**src/design/fletcher16_report_frame_checker_core_defines.svh**
```systemverilog
// Assertion helpers shared by the checker modules.
// Each expects clk and arst_n in the scope where it is used.
`ifndef FLETCHER16_REPORT_FRAME_CHECKER_CORE_DEFINES_SVH
`define FLETCHER16_REPORT_FRAME_CHECKER_CORE_DEFINES_SVH

// same-cycle implication
`define FCR_ASSERT_NOW(label, ante, cons, msg) \
	label: assert property (@(posedge clk) disable iff (!arst_n) (ante) |-> (cons)) \
		else $error(msg);

// next-cycle implication
`define FCR_ASSERT_NEXT(label, ante, cons, msg) \
	label: assert property (@(posedge clk) disable iff (!arst_n) (ante) |=> (cons)) \
		else $error(msg);

`endif

```
**src/design/fcr_pkg.sv**
```systemverilog
`timescale 1ns / 1ps
package fcr_pkg;

	localparam int FRAME_BYTES_DEF  = 11;
	localparam int REPORT_BYTES_DEF = 8;
	localparam int QUEUE_DEPTH      = 2;
	localparam int BYTE_W           = 8;
	localparam int REPORT_W         = 64;
	localparam int SEQ_W            = 4;

	localparam logic [BYTE_W-1:0] SUM_INIT  = 8'hFF;
	localparam logic [SEQ_W-1:0]  SEQ_RESET = 4'd8;

	typedef struct packed {
		logic              valid;
		logic [BYTE_W-1:0] data;
	} fcr_word_t;

	function automatic logic [BYTE_W-1:0] eac_add(input logic [BYTE_W-1:0] a,
		input logic [BYTE_W-1:0] b);
		logic [BYTE_W:0] s;
		s = {1'b0, a} + {1'b0, b};
		if (s > 9'd255) begin
			s = s - 9'd255;
		end
		return s[BYTE_W-1:0];
	endfunction

endpackage

```
**src/design/fcr_front.sv**
```systemverilog
`timescale 1ns / 1ps
`include "fletcher16_report_frame_checker_core_defines.svh"
module fcr_front (
	input  logic                      clk,
	input  logic                      arst_n,
	input  logic                      rx_valid,
	output logic                      rx_stall,
	input  logic [fcr_pkg::BYTE_W-1:0] rx_byte,
	input  logic                      link_configured,
	output fcr_pkg::fcr_word_t        word,
	input  logic                      pop
);
	import fcr_pkg::*;

	localparam int PW = (QUEUE_DEPTH > 1) ? $clog2(QUEUE_DEPTH) : 1;
	localparam int NW = $clog2(QUEUE_DEPTH + 1);

	logic [BYTE_W-1:0] mem_q [QUEUE_DEPTH];
	logic [PW-1:0]     wr_q;
	logic [PW-1:0]     rd_q;
	logic [NW-1:0]     cnt_q;
	logic              push;

	assign rx_stall   = (cnt_q == NW'(QUEUE_DEPTH));
	assign push       = rx_valid && !rx_stall && link_configured;
	assign word.valid = (cnt_q != '0);
	assign word.data  = mem_q[rd_q];

	always_ff @(posedge clk or negedge arst_n) begin
		if (!arst_n) begin
			wr_q  <= '0;
			rd_q  <= '0;
			cnt_q <= '0;
		end else begin
			if (push) begin
				wr_q <= (wr_q == PW'(QUEUE_DEPTH - 1)) ? '0 : wr_q + 1'b1;
			end
			if (pop) begin
				rd_q <= (rd_q == PW'(QUEUE_DEPTH - 1)) ? '0 : rd_q + 1'b1;
			end
			if (push && !pop) begin
				cnt_q <= cnt_q + 1'b1;
			end else if (pop && !push) begin
				cnt_q <= cnt_q - 1'b1;
			end
		end
	end

	always_ff @(posedge clk) begin
		if (push) begin
			mem_q[wr_q] <= rx_byte;
		end
	end

	`FCR_ASSERT_NOW(a_no_underflow, pop, cnt_q != '0, "pop from empty queue")
	`FCR_ASSERT_NOW(a_no_overflow, push, cnt_q != NW'(QUEUE_DEPTH), "push into full queue")
	`FCR_ASSERT_NEXT(a_drop_unconf, rx_valid && !rx_stall && !link_configured && !pop,
		$stable(cnt_q), "dropped word changed queue fill")

endmodule

```
**src/design/fcr_back.sv**
```systemverilog
`timescale 1ns / 1ps
`include "fletcher16_report_frame_checker_core_defines.svh"
module fcr_back #(
	parameter int FRAME_BYTES  = fcr_pkg::FRAME_BYTES_DEF,
	parameter int REPORT_BYTES = fcr_pkg::REPORT_BYTES_DEF
) (
	input  logic                        clk,
	input  logic                        arst_n,
	input  fcr_pkg::fcr_word_t          word,
	output logic                        pop,
	input  logic [fcr_pkg::SEQ_W-1:0]   seq_index,
	output logic                        res_valid,
	input  logic                        res_stall,
	output logic                        frame_status,
	output logic [fcr_pkg::BYTE_W-1:0]  ack_seq,
	output logic [fcr_pkg::REPORT_W-1:0] report_keys
);
	import fcr_pkg::*;

	localparam int CW = $clog2(FRAME_BYTES + 1);
	localparam int EW = CW + 1;

	logic [CW-1:0]       count_q;
	logic [BYTE_W-1:0]   store_q [FRAME_BYTES];
	logic [BYTE_W-1:0]   sum_a_q;
	logic [BYTE_W-1:0]   sum_b_q;
	logic [BYTE_W-1:0]   sum_a_n;
	logic [BYTE_W-1:0]   sum_b_n;
	logic [REPORT_W-1:0] held_q;
	logic [REPORT_W-1:0] report_n;
	logic                res_valid_q;
	logic                status_q;
	logic [BYTE_W-1:0]   ack_q;
	logic [REPORT_W-1:0] keys_q;
	logic [BYTE_W-1:0]   seq_byte;
	logic [EW-1:0]       seq_ext;
	logic                last;
	logic                good;
	logic                done;

	assign last    = (count_q == CW'(FRAME_BYTES - 1));
	assign pop     = word.valid && (!last || !res_valid_q || !res_stall);
	assign done    = pop && last;
	assign sum_a_n = eac_add(sum_a_q, word.data);
	assign sum_b_n = eac_add(sum_b_q, sum_a_n);
	assign good    = (sum_a_q == store_q[FRAME_BYTES-2]) && (sum_b_q == word.data);
	assign seq_ext = {{(EW-SEQ_W){1'b0}}, seq_index};

	always_comb begin
		seq_byte = '0;
		for (int i = 0; i < FRAME_BYTES - 1; i++) begin
			if (seq_ext == EW'(i)) begin
				seq_byte = store_q[i];
			end
		end
		if (seq_ext == EW'(FRAME_BYTES - 1)) begin
			seq_byte = word.data;
		end
	end

	always_comb begin
		report_n = '0;
		for (int i = 0; i < REPORT_BYTES; i++) begin
			report_n[8*i +: 8] = store_q[i];
		end
	end

	always_ff @(posedge clk or negedge arst_n) begin
		if (!arst_n) begin
			count_q     <= '0;
			sum_a_q     <= SUM_INIT;
			sum_b_q     <= SUM_INIT;
			held_q      <= '0;
			res_valid_q <= 1'b0;
		end else begin
			if (pop) begin
				if (last) begin
					count_q <= '0;
					sum_a_q <= SUM_INIT;
					sum_b_q <= SUM_INIT;
				end else begin
					count_q <= count_q + 1'b1;
					if (count_q < CW'(FRAME_BYTES - 2)) begin
						sum_a_q <= sum_a_n;
						sum_b_q <= sum_b_n;
					end
				end
			end
			if (done && good) begin
				held_q <= report_n;
			end
			if (done) begin
				res_valid_q <= 1'b1;
			end else if (!res_stall) begin
				res_valid_q <= 1'b0;
			end
		end
	end

	always_ff @(posedge clk) begin
		if (pop) begin
			for (int i = 0; i < FRAME_BYTES; i++) begin
				if (count_q == CW'(i)) begin
					store_q[i] <= word.data;
				end
			end
		end
		if (done) begin
			status_q <= !good;
			ack_q    <= good ? seq_byte : '0;
			keys_q   <= good ? report_n : held_q;
		end
	end

	assign res_valid    = res_valid_q;
	assign frame_status = status_q;
	assign ack_seq      = ack_q;
	assign report_keys  = keys_q;

	`FCR_ASSERT_NOW(a_count_range, 1'b1, count_q < CW'(FRAME_BYTES), "byte count past frame")
	`FCR_ASSERT_NEXT(a_restart, done, count_q == '0 && sum_a_q == SUM_INIT,
		"frame end did not restart alignment")
	`FCR_ASSERT_NOW(a_bad_ack, res_valid_q && status_q, ack_q == '0,
		"bad frame carries an acknowledge")
	`FCR_ASSERT_NOW(a_no_overwrite, res_valid_q && res_stall, !done,
		"stalled result overwritten")

endmodule

```
**src/design/fletcher16_report_frame_checker_core.sv**
```systemverilog
`timescale 1ns / 1ps
// Fletcher-16 checked report frame receiver.
// Input channel (rx_valid / rx_stall): one serial byte per word with its
// link_configured flag; words with the flag low are taken and dropped.
// Frames are FRAME_BYTES long: report bytes first, the sequence byte at
// seq_index, then the two Fletcher-16 check bytes.
// Result channel (res_valid / res_stall): one word per completed frame with
// frame_status (0 good, 1 bad), ack_seq (sequence byte when good, else 0)
// and report_keys (report held after this frame, byte 0 in the low bits).
// seq_index is written through seq_index_we / seq_index_wdata while idle;
// the user must keep to this, the block does not enforce it. Throughput: one
// byte per cycle, set by the running sum update in the back end, while no
// stalled result holds the flow. res_valid rises once the last byte of its
// frame passes a queue slot, then the result register. When the receiver
// stalls, the result is held; bytes of the next frame keep flowing until its
// last byte, the two-entry queue then fills and rx_stall rises. Reset clears
// alignment, held report and queue, and sets sums to 8'hFF, seq_index to 8.
module fletcher16_report_frame_checker_core #(
	parameter int FRAME_BYTES  = fcr_pkg::FRAME_BYTES_DEF,
	parameter int REPORT_BYTES = fcr_pkg::REPORT_BYTES_DEF
) (
	input  logic                         clk,
	input  logic                         arst_n,
	input  logic                         rx_valid,
	output logic                         rx_stall,
	input  logic [fcr_pkg::BYTE_W-1:0]   rx_byte,
	input  logic                         link_configured,
	input  logic                         seq_index_we,
	input  logic [fcr_pkg::SEQ_W-1:0]    seq_index_wdata,
	output logic                         res_valid,
	input  logic                         res_stall,
	output logic                         frame_status,
	output logic [fcr_pkg::BYTE_W-1:0]   ack_seq,
	output logic [fcr_pkg::REPORT_W-1:0] report_keys
);
	import fcr_pkg::*;

	logic [SEQ_W-1:0] seq_index_q;
	fcr_word_t        word;
	logic             pop;

	always_ff @(posedge clk or negedge arst_n) begin
		if (!arst_n) begin
			seq_index_q <= SEQ_RESET;
		end else if (seq_index_we) begin
			seq_index_q <= seq_index_wdata;
		end
	end

	fcr_front u_front (
		.clk             (clk),
		.arst_n          (arst_n),
		.rx_valid        (rx_valid),
		.rx_stall        (rx_stall),
		.rx_byte         (rx_byte),
		.link_configured (link_configured),
		.word            (word),
		.pop             (pop)
	);

	fcr_back #(
		.FRAME_BYTES  (FRAME_BYTES),
		.REPORT_BYTES (REPORT_BYTES)
	) u_back (
		.clk          (clk),
		.arst_n       (arst_n),
		.word         (word),
		.pop          (pop),
		.seq_index    (seq_index_q),
		.res_valid    (res_valid),
		.res_stall    (res_stall),
		.frame_status (frame_status),
		.ack_seq      (ack_seq),
		.report_keys  (report_keys)
	);

endmodule
```
**config.mk**
```make
export PLATFORM = sky130hd
export DESIGN_NAME = fletcher16_report_frame_checker_core
export DESIGN_NICKNAME = d
export VERILOG_FILES = /design/src/design/fcr_pkg.sv /design/src/design/fcr_front.sv /design/src/design/fcr_back.sv /design/src/design/fletcher16_report_frame_checker_core.sv
export VERILOG_INCLUDE_DIRS = /design/src /design/src/design
export SDC_FILE = /design/constraint.sdc
export NUM_CORES = 1
export LEC_CHECK = 0
export BUFFER_PORTS_ARGS = -buffer_cell sky130_fd_sc_hd__buf_2
export CAP_MARGIN = 40
export CORE_MARGIN = 2
export CORE_UTILIZATION = 25
export CTS_CLUSTER_DIAMETER = 200
export DETAILED_ROUTE_END_ITERATION = 8
export PLACE_DENSITY = 0.44
export SLEW_MARGIN = 20
export SYNTH_ARGS = -nofsm -noshare
export SYNTH_HDL_FRONTEND = slang
export SYNTH_SLANG_ARGS = --single-unit
```
**constraint.sdc**
```tcl
create_clock -name clk -period 5.19 [get_ports clk]
set_input_delay 0.7785 -clock clk [delete_from_list [all_inputs] [get_ports clk]]
set_output_delay 0.7785 -clock clk [all_outputs]
set_load 0.05 [all_outputs]
```
==> flow_summary.yaml, run 1 <==
floorplanning:
  row_count: 79
  initial_core_util_pct: 25.27
  dieWidth_um: 220.5
  dieArea_sq_um: 48610
  core_sq_um: 46360
  io_pins: 93
  dieHeight_um: 220.5
synthesis:
  yosys_warnings: 0
  synth_common_cells: "edfxtp_1, dfrtp_1, mux2_2"
  synth_area_leader_cell: "edfxtp_1"
  synthesis.instances: 842
  synth.distinct_cells: 75
  yosysMostFrequentCell: "edfxtp_1"
  syn_area_per_cell_sq_um: 13.91
  synth_area_leaders: "edfxtp_1, dfrtp_1, mux2_2, mux2_1, dfstp_2"
  seq_area_frac_synth_pct: 63.37
  synth-async-reset-ratio_pct: 35.50
  synth_seq_cells: 262
  synth.cell_area_sq_um: 11710
  synth_top_flop_cell: "edfxtp_1"
  syn_nets: 882
  netlist.area_leader.share_pct: 43.32
  synth_edf_count: 169
sta:
  max_slew_margin_pct: 51.15
  hold_viol: 0
  setup_tns_ns: -0.07155
  fin_crit_sh_pct: 101.1
  tightest_slew_ns: 0.7288
  maxSlewViolCount: 0
  clock.fmax_mhz: 190.6
  rsz0062_at_grt: "yes"
  worst_slack_ns: -0.05796
  fin_skew_ns: 0.01999
  min_period_ns: 5.248
  setup_viol: 2
clock_tree:
  cts.clk_slew.worst_paths_ns: 0.06
  clk_path_buf_depth: 3
  worstSkewPairLatency_ns: 0.59
  tritoncts: "built"
  cts_hold_buffers: 0
  cts_buffers: 30
  ctsHtreeMaxLevel: 1
  cts-root-buf: "clkbuf_16"
  clock_sinks: 262
place:
  dpl.hpwl_um: 21610
  pre_cts_ws_ns: -0.09525
  postPlaceCellArea_sq_um: 13330
  place_congestion: 0.8059
  io_buffers: 92
finish:
  syn_to_final_growth_pct: 24.11
  final_area_sq_um: 14540
  n_antenna_cell: 0
  nets: 1038
  final_layout_size_suffix_gt1_share_pct: 33.56
  fillCellCount: 4653
worst_setup_path:
  cp_max_fo: 4
  endpoint_kind: "flip-flop"
  worstPathArrival_ns: 5.75
  r2r_cells: 20
  critical_path_required_ns: 5.69
  critPathLaunchType: "flip-flop"
  r2r-start: "u_front.rd_q"
  reg2reg_slack_ns: -0.06
  r2r_end: "u_back.sum_b_q[3]"
  path_class: "flip-flop to flip-flop"
route:
  drc: 0
  final_antenna_net_count: 0
  vias: 7321
  routed_wl_um: 30590
  drt-pass1-iter-count: 6
  wl_per_cell_um: 18.78
  drt_iter0_markers: 457
  via_per_inst: 4.494
grt:
  first_global_vias: 7370
  overflow: 0
  grt_start_max_net_pins: 48
  antenna_found_initial: 1
  grt_first_pass_wirelength_um: 45780
  grt_use_total_pct: 12.55
pwr:
  p_leak_nw: 5.829
  power_per_cell_area_nw_per_um2: 722.3
  vdd_ir_drop_max_v: 0.0004770
  total_power_mw: 10.50
outcome:
  status: "complete, but fails checks"
  violations: "negative setup slack"
run:
  cap_viol_max_count: 0
hold_path:
  hold_class: "input pin to asynchronous set/reset pin"
registers in the layout (all words and copies together) (netlist names), 8 cells and up:
register	cells
u_back.sum_b_q	8
u_back.report_keys	64
u_back.sum_a_q	8
u_back.store_q	80
u_back.held_q	64
u_front.mem_q	16
u_back.ack_seq	8
power breakdown:
part	internal (mW)	switching (mW)	leakage, nW
logic	2.50	2.99	2.59
clock network	1.19	0.868	0.463
registers	2.69	0.264	2.77
total	6.38	4.12	5.83
layer usage:
metal  part of all wire (%)  vias to the layer above  GRT usage [%]
li1                       -                     3470              -
met1                     47                     3669          17.36
met2                     47                      138          20.59
met3                    3.8                       44          2.048
met4                    2.2                        0          2.931
met5                      0                        -              0
stage by stage:
step / hold slack [ns] / util (%) / cells
5_1_grt: 0.1849 / 31.36 / 1629
2_1_floorplan: 0.4554 / - / 842
3_3_place_gp: 0.4675 / 28.55 / 1556
3_5_place_dp: 0.4752 / 28.76 / 1560
4_1_cts: 0.1603 / 30.91 / 1618
6_report: 0.1709 / 31.36 / 1629
placed cells by master (no fill, tap or decap), types with 30 or more instances in the layout:
cell       netlist  final
buf_2            8     91
dfrtp_1         76     75
a21oi_1         35     33
edfxtp_1       169    169
buf_4            0     63
mux2_1          60     60
mux2_2          66     65
clkbuf_16        0     30
nor2_1          64     62
nand2_1         44     44
worst max-delay path by stage:
stage	slack, ns	startpoint	endpoint	cells after the start
final	-0.06	u_front.rd_q	u_back.sum_b_q[3]	20
after global routing	-0.29	u_front.rd_q	u_back.sum_b_q[3]	20
after CTS	0.005	u_front.rd_q	u_back.sum_b_q[3]	20
after detailed placement	-0.1	u_front.rd_q	u_back.sum_b_q[3]	19
after global placement	0.02	u_front.rd_q	u_back.sum_b_q[6]	19
after floorplan	0.006	u_front.rd_q	u_back.sum_b_q[3]	20
cells by family (layout without fill, tap and decap cells):
| logic type | after synthesis | in the layout | synth area share, % |
|---|---|---|---|
| xor gates and xnor gates | 35 | 35 | 2.617 |
| adders and majority gates | 22 | 22 | 2.478 |
| muxes | 135 | 135 | 13.03 |
| AOI/OAI and AO/OA | 148 | 148 | 8.737 |
| buffers and inverters | 50 | 230 | 1.816 |
| and+or+nand+nor | 190 | 190 | 7.957 |
| DFF | 262 | 262 | 63.37 |
layout make-up:
type / count / area, sq um / area share (%)
Multi-Input combinational cell: 530 / 4288 / 29.49
Tap cell: 607 / 759.5 / 5.224
Clock inverter: 18 / 163.9 / 1.127
Timing Repair Buffer: 160 / 1050 / 7.220
Clock buffer: 38 / 800.8 / 5.508
Inverter: 14 / 52.55 / 0.3614
Sequential cell: 262 / 7425 / 51.07
repair_timing:
item                                    4_1_cts  5_1_grt
gates resized for setup                       4       28
cloned                                        0        0
endpoints found under the setup margin        6        7
pin swaps                                     4       20
hold endpoints to repair                      0        0
setup buffers                                 2        6
critical path, stage by stage, from the launching register on:
cell and delay (ns):
dfrtp_2 0.43, mux2_4 0.33, ha_4 0.17, fa_2 0.38
a211oi_4 0.30, buf_6 0.15, o2111ai_4 0.11, nor4_4 0.31
nand2b_4 0.10, o41ai_4 0.42, xor2_1 0.27, ha_2 0.23
inv_2 0.04, fa_2 0.39, nor2b_4 0.14, o21a_1 0.16
or3_4 0.14, nand4b_1 0.13, or3b_4 0.44, o221a_4 0.24
o32a_1 0.28
(Power assumes the default switching activity.)
==> run 2: changes to the inputs <==
PLACE_DENSITY = 0.43   (was 0.44)
clock period = 4.9 ns   (was 5.19 ns; I/O delays follow)
==> run 2 against run 1 <==
Net effect: critical path type unchanged; largest cell class unchanged; critical endpoint unchanged; clock-buffer cell count unchanged; via count increased by 1.0%; final cell count increased by 1.0%; die area unchanged; highest routed layer unchanged; sequential power increased by 6%; the run still ends with negative setup slack left; core utilization increased by 0.81 points; critical path depth increased by 1; fmax increased by 4.7%; combinational power increased by 13%.
==> flow_summary.yaml, run 2 (same netlist as run 1, synthesis figures left out) <==
sta:
  tightest_slew_ns: 0.7551
  fin_crit_sh_pct: 102.3
  max_slew_margin_pct: 49.47
  fin_skew_ns: 0.01932
  min_period_ns: 5.014
  maxSlewViolCount: 0
  setup_tns_ns: -0.1747
  setup_viol: 2
  worst_slack_ns: -0.1141
  rsz0062_at_grt: "yes"
  hold_ws_ns: 0.02721
  clock.fmax_mhz: 199.4
  hold_viol: 0
worst_setup_path:
  endpoint_kind: "flip-flop"
  path_class: "flip-flop to flip-flop"
  r2r-start: "u_front.rd_q"
  worstPathArrival_ns: 5.52
  reg2reg_slack_ns: -0.11
  r2r_cells: 21
  r2r_end: "u_back.sum_b_q[3]"
  critical_path_required_ns: 5.41
  critPathLaunchType: "flip-flop"
  critPathCapture: "u_back.sum_b_q[3]"
  crit_start: "u_front.rd_q"
  cp_max_fo: 5
finish:
  mostFrequentLayoutCells: "edfxtp_1, buf_2, buf_4"
  final_area_sq_um: 14910
  top_register: "u_back.store_q"
  n_antenna_cell: 0
  nets: 1054
  layout_commonest_cell: "edfxtp_1"
  largest_reg_flops: 80
  final_layout_size_suffix_gt1_share_pct: 35.80
  fillCellCount: 4569
  syn_to_final_growth_pct: 27.31
clock_tree:
  cts_hold_buffers: 0
  clk_path_buf_depth: 3
  cts_buffers: 31
  cts.clk_slew.worst_paths_ns: 0.06
  cts-root-buf: "clkbuf_16"
  clock_sinks: 262
  worstSkewPairLatency_ns: 0.59
  ctsHtreeMaxLevel: 1
  tritoncts: "built"
grt:
  grt_first_pass_wirelength_um: 46620
  grt.busiest_layer: "met2"
  antenna_found_initial: 0
  met3_usage_pct: 2.186
  grt_start_max_net_pins: 54
  first_global_vias: 7446
  overflow: 0
  grtUsageMet2_pct: 20.67
  grt_use_total_pct: 12.83
  gr-usage-met1_pct: 17.59
floorplanning:
  core_sq_um: 46360
  row_count: 79
  initial_core_util_pct: 25.27
  io_pins: 93
  dieHeight_um: 220.5
  dieArea_sq_um: 48610
  dieWidth_um: 220.5
route:
  final_antenna_net_count: 0
  vias: 7397
  wl_per_cell_um: 18.87
  drt_iter0_markers: 560
  routed_wl_um: 31070
  via_per_inst: 4.494
  drc: 0
  drt-pass1-iter-count: 5
outcome:
  violations: "negative setup slack"
  status: "complete, but fails checks"
pwr:
  total_power_mw: 12.03
  p_leak_nw: 6.020
  vdd_ir_drop_max_v: 0.0004933
  power_per_cell_area_nw_per_um2: 806.3
hold_path:
  hold_class: "input pin to asynchronous set/reset pin"
run:
  cap_viol_max_count: 0
place:
  pre_cts_ws_ns: -0.2639
  io_buffers: 92
  place_congestion: 0.8120
  postPlaceCellArea_sq_um: 13470
  dpl.hpwl_um: 21800
-- run 2: critical path, stage by stage, from the launching register on --
cell and delay, ns:
dfrtp_2 0.44, mux2_4 0.33, ha_4 0.16, fa_2 0.37, a211oi_4 0.28, buf_4 0.17, o2111ai_4 0.13, nor4_4 0.19
nand2b_2 0.12, o41ai_4 0.26, buf_4 0.20, xor2_4 0.19, ha_4 0.16, inv_2 0.03, fa_2 0.38, nor2b_4 0.14
o21a_1 0.15, or3_4 0.13, nand4b_1 0.14, or3b_4 0.43, o221a_4 0.23, o32a_1 0.32
-- run 2: power by group --
part           leakage, nW  internal (mW)  switching [mW]
clock                0.578           1.72           0.950
combinational         2.67           2.93            3.28
sequential            2.77           2.85           0.291
-- run 2: cell type report --
type | count | area, sq um | area share, %
inverter | 14 | 52.55 | 0.3523
clock inverter | 20 | 367.9 | 2.466
multi-input combinational | 530 | 4329 | 29.03
sequential | 262 | 7425 | 49.78
clock buffer | 38 | 822.0 | 5.512
tap | 607 | 759.5 | 5.092
timing repair buffer | 175 | 1159 | 7.768
-- run 2: how the worst min path moves through the flow --
stage	cells after the start	slack [ns]	startpoint	endpoint
2_1_floorplan	0	0.44	arst_n	seq_index_q[0]
3_3_place_gp	1	0.47	u_back.held_q[38]	u_back.held_q[38]
3_5_place_dp	1	0.48	u_back.held_q[32]	u_back.held_q[32]
4_1_cts	1	0.003	arst_n	u_back.held_q[28]
5_1_grt	1	0.02	arst_n	u_back.held_q[28]
6_report	1	0.03	arst_n	u_back.held_q[28]
-- run 2: layer usage --
layer	up-vias	routed length [um]
li1	3497	-
met1	3686	14410
met2	152	14500
met3	62	1190
met4	0	966
met5	-	0
-- run 2: through the flow --
step | util (%) | cells
after global placement | 28.79 | 1569
after floorplan | - | 842
after global routing | 32.17 | 1646
final | 32.17 | 1646
after detailed placement | 29.06 | 1574
after CTS | 31.78 | 1638
-- run 2: timing repair --
action | in CTS | in global routing
buffers inserted | 7 | 7
setup endpoints to repair | 7 | 8
resized for setup | 7 | 27
hold endpoints to repair | 0 | 0
pin swaps | 7 | 7
==> run 3: changes to the inputs <==
MAX_ROUTING_LAYER = met4   (was default)
SKIP_LAST_GASP = 1   (was default)
==> run 3 against run 2 <==
Net effect: the flow still finishes with violations (negative setup slack); clock skew hardly changed; combinational power decreased by 0.8%; cell area about the same; total power down 0.48%; die area is the same; non-clock buffer count unchanged; critical endpoint unchanged.
==> flow_summary.yaml, run 3 (same netlist as run 1, synthesis figures left out) <==
worst_setup_path:
  critPathLaunchType: "flip-flop"
  critical_path_required_ns: 5.41
  critPathCapture: "u_back.sum_b_q[3]"
  endpoint_kind: "flip-flop"
  r2r_end: "u_back.sum_b_q[3]"
  crit_start: "u_front.rd_q"
  path_class: "flip-flop to flip-flop"
  r2r_cells: 21
  cp_max_fo: 5
  r2r-start: "u_front.rd_q"
  worstPathArrival_ns: 5.51
  reg2reg_slack_ns: -0.11
sta:
  min_period_ns: 5.009
  rsz0062_at_grt: "yes"
  max_slew_margin_pct: 49.56
  worst_slack_ns: -0.1087
  fin_skew_ns: 0.01948
  clock.fmax_mhz: 199.7
  tightest_slew_ns: 0.7538
  fin_crit_sh_pct: 102.2
  maxSlewViolCount: 0
  setup_viol: 2
  hold_viol: 0
  hold_ws_ns: 0.02536
clock_tree:
  clk_path_buf_depth: 3
  ctsHtreeMaxLevel: 1
  cts-root-buf: "clkbuf_16"
  tritoncts: "built"
  clock_sinks: 262
  cts_buffers: 31
  worstSkewPairLatency_ns: 0.59
  cts_hold_buffers: 0
  cts.clk_slew.worst_paths_ns: 0.06
floorplanning:
  initial_core_util_pct: 25.27
  core_sq_um: 46360
  io_pins: 93
  dieArea_sq_um: 48610
  dieWidth_um: 220.5
  row_count: 79
  dieHeight_um: 220.5
grt:
  overflow: 0
  grt_first_pass_wirelength_um: 46620
  grt_use_total_pct: 13.23
  grt_start_max_net_pins: 54
  antenna_found_initial: 0
  first_global_vias: 7453
route:
  vias: 7384
  drt_iter0_markers: 539
  wl_per_cell_um: 18.87
  routed_wl_um: 31060
  via_per_inst: 4.486
  final_antenna_net_count: 0
  drc: 0
  drt-pass1-iter-count: 7
finish:
  layout_commonest_cell: "edfxtp_1"
  syn_to_final_growth_pct: 27.23
  final_layout_size_suffix_gt1_share_pct: 35.42
  fin_util_pct: 32.15
  nets: 1054
  n_antenna_cell: 0
  mostFrequentLayoutCells: "edfxtp_1, buf_2, buf_4"
  top_register: "u_back.store_q"
  largest_reg_flops: 80
place:
  io_buffers: 92
  dpl.hpwl_um: 21800
  place_congestion: 0.8257
outcome:
  status: "complete, but fails checks"
  violations: "negative setup slack"
pwr:
  p_leak_nw: 6.020
  vdd_ir_drop_max_v: 0.0004892
  total_power_mw: 11.97
  power_per_cell_area_nw_per_um2: 802.9
hold_path:
  hold_class: "input pin to asynchronous set/reset pin"
run:
  cap_viol_max_count: 0
-- run 3: cell counts in the layout (fill, tap and decap cells not counted) --
No cell type changed its count.
-- run 3: where the power goes --
| group | switching, mW | internal (mW) | leakage [nW] |
|---|---|---|---|
| Combinational | 3.25 | 2.91 | 2.67 |
| Sequential | 0.292 | 2.85 | 2.77 |
| Clock | 0.947 | 1.72 | 0.578 |
-- run 3: metal layers --
metal	global-route usage, %	part of all wire [%]	vias to the layer above
li1	-	-	3494
met1	17.60	47	3680
met2	20.69	46	143
met3	2.186	3.8	67
met4	4.072	3.1	0
met5	-	0	-
-- run 3: how the worst min path moves through the flow --
stage | cells past startpoint | slack, ns | from | end
after CTS | 1 | 0.003 | arst_n | u_back.held_q[28]
after global placement | 1 | 0.47 | u_back.held_q[38] | u_back.held_q[38]
after floorplan | 0 | 0.44 | arst_n | seq_index_q[0]
final | 1 | 0.03 | arst_n | u_back.held_q[28]
after detailed placement | 1 | 0.48 | u_back.held_q[32] | u_back.held_q[32]
after global routing | 1 | 0.02 | arst_n | u_back.held_q[28]
-- run 3: what timing repair did --
action,CTS,global route
setup endpoints to repair,7,8
endpoints found under the hold margin,0,0
pin swaps,7,7
gates resized for setup,7,23
setup buffers,7,7
-- run 3: final cells by class --
cell class                 count  area [sq um]
tap                          607         759.5
clock buffer                  38         822.0
sequential                   262          7425
multi-input combinational    530          4320
timing repair buffer         175          1159
clock inverter                20         367.9
fill                        4568         31450
inverter                      14         52.55
-- run 3: critical path: stages (launching register included) --
cell	delay [ns]
dfrtp_2	0.44
mux2_4	0.33
ha_4	0.16
fa_2	0.37
a211oi_4	0.28
buf_4	0.17
o2111ai_4	0.13
nor4_4	0.19
nand2b_2	0.12
o41ai_4	0.26
buf_4	0.20
xor2_4	0.19
ha_4	0.16
inv_2	0.03
fa_2	0.38
nor2b_4	0.14
o21a_1	0.14
or3_4	0.12
nand4b_1	0.14
or3b_4	0.43
o221a_4	0.23
o32a_1	0.32
-- run 3: per-stage QoR --
step	setup TNS (ns)	std cells	setup WS [ns]	cell area [sq um]
2_1_floorplan	-0.2444	842	-0.1663	11790
3_3_place_gp	-0.4578	1569	-0.1842	13350
3_5_place_dp	-0.9253	1574	-0.2639	13470
4_1_cts	-0.3366	1638	-0.1654	14730
5_1_grt	-1.440	1646	-0.3355	14910
6_report	-0.1655	1646	-0.1087	14910
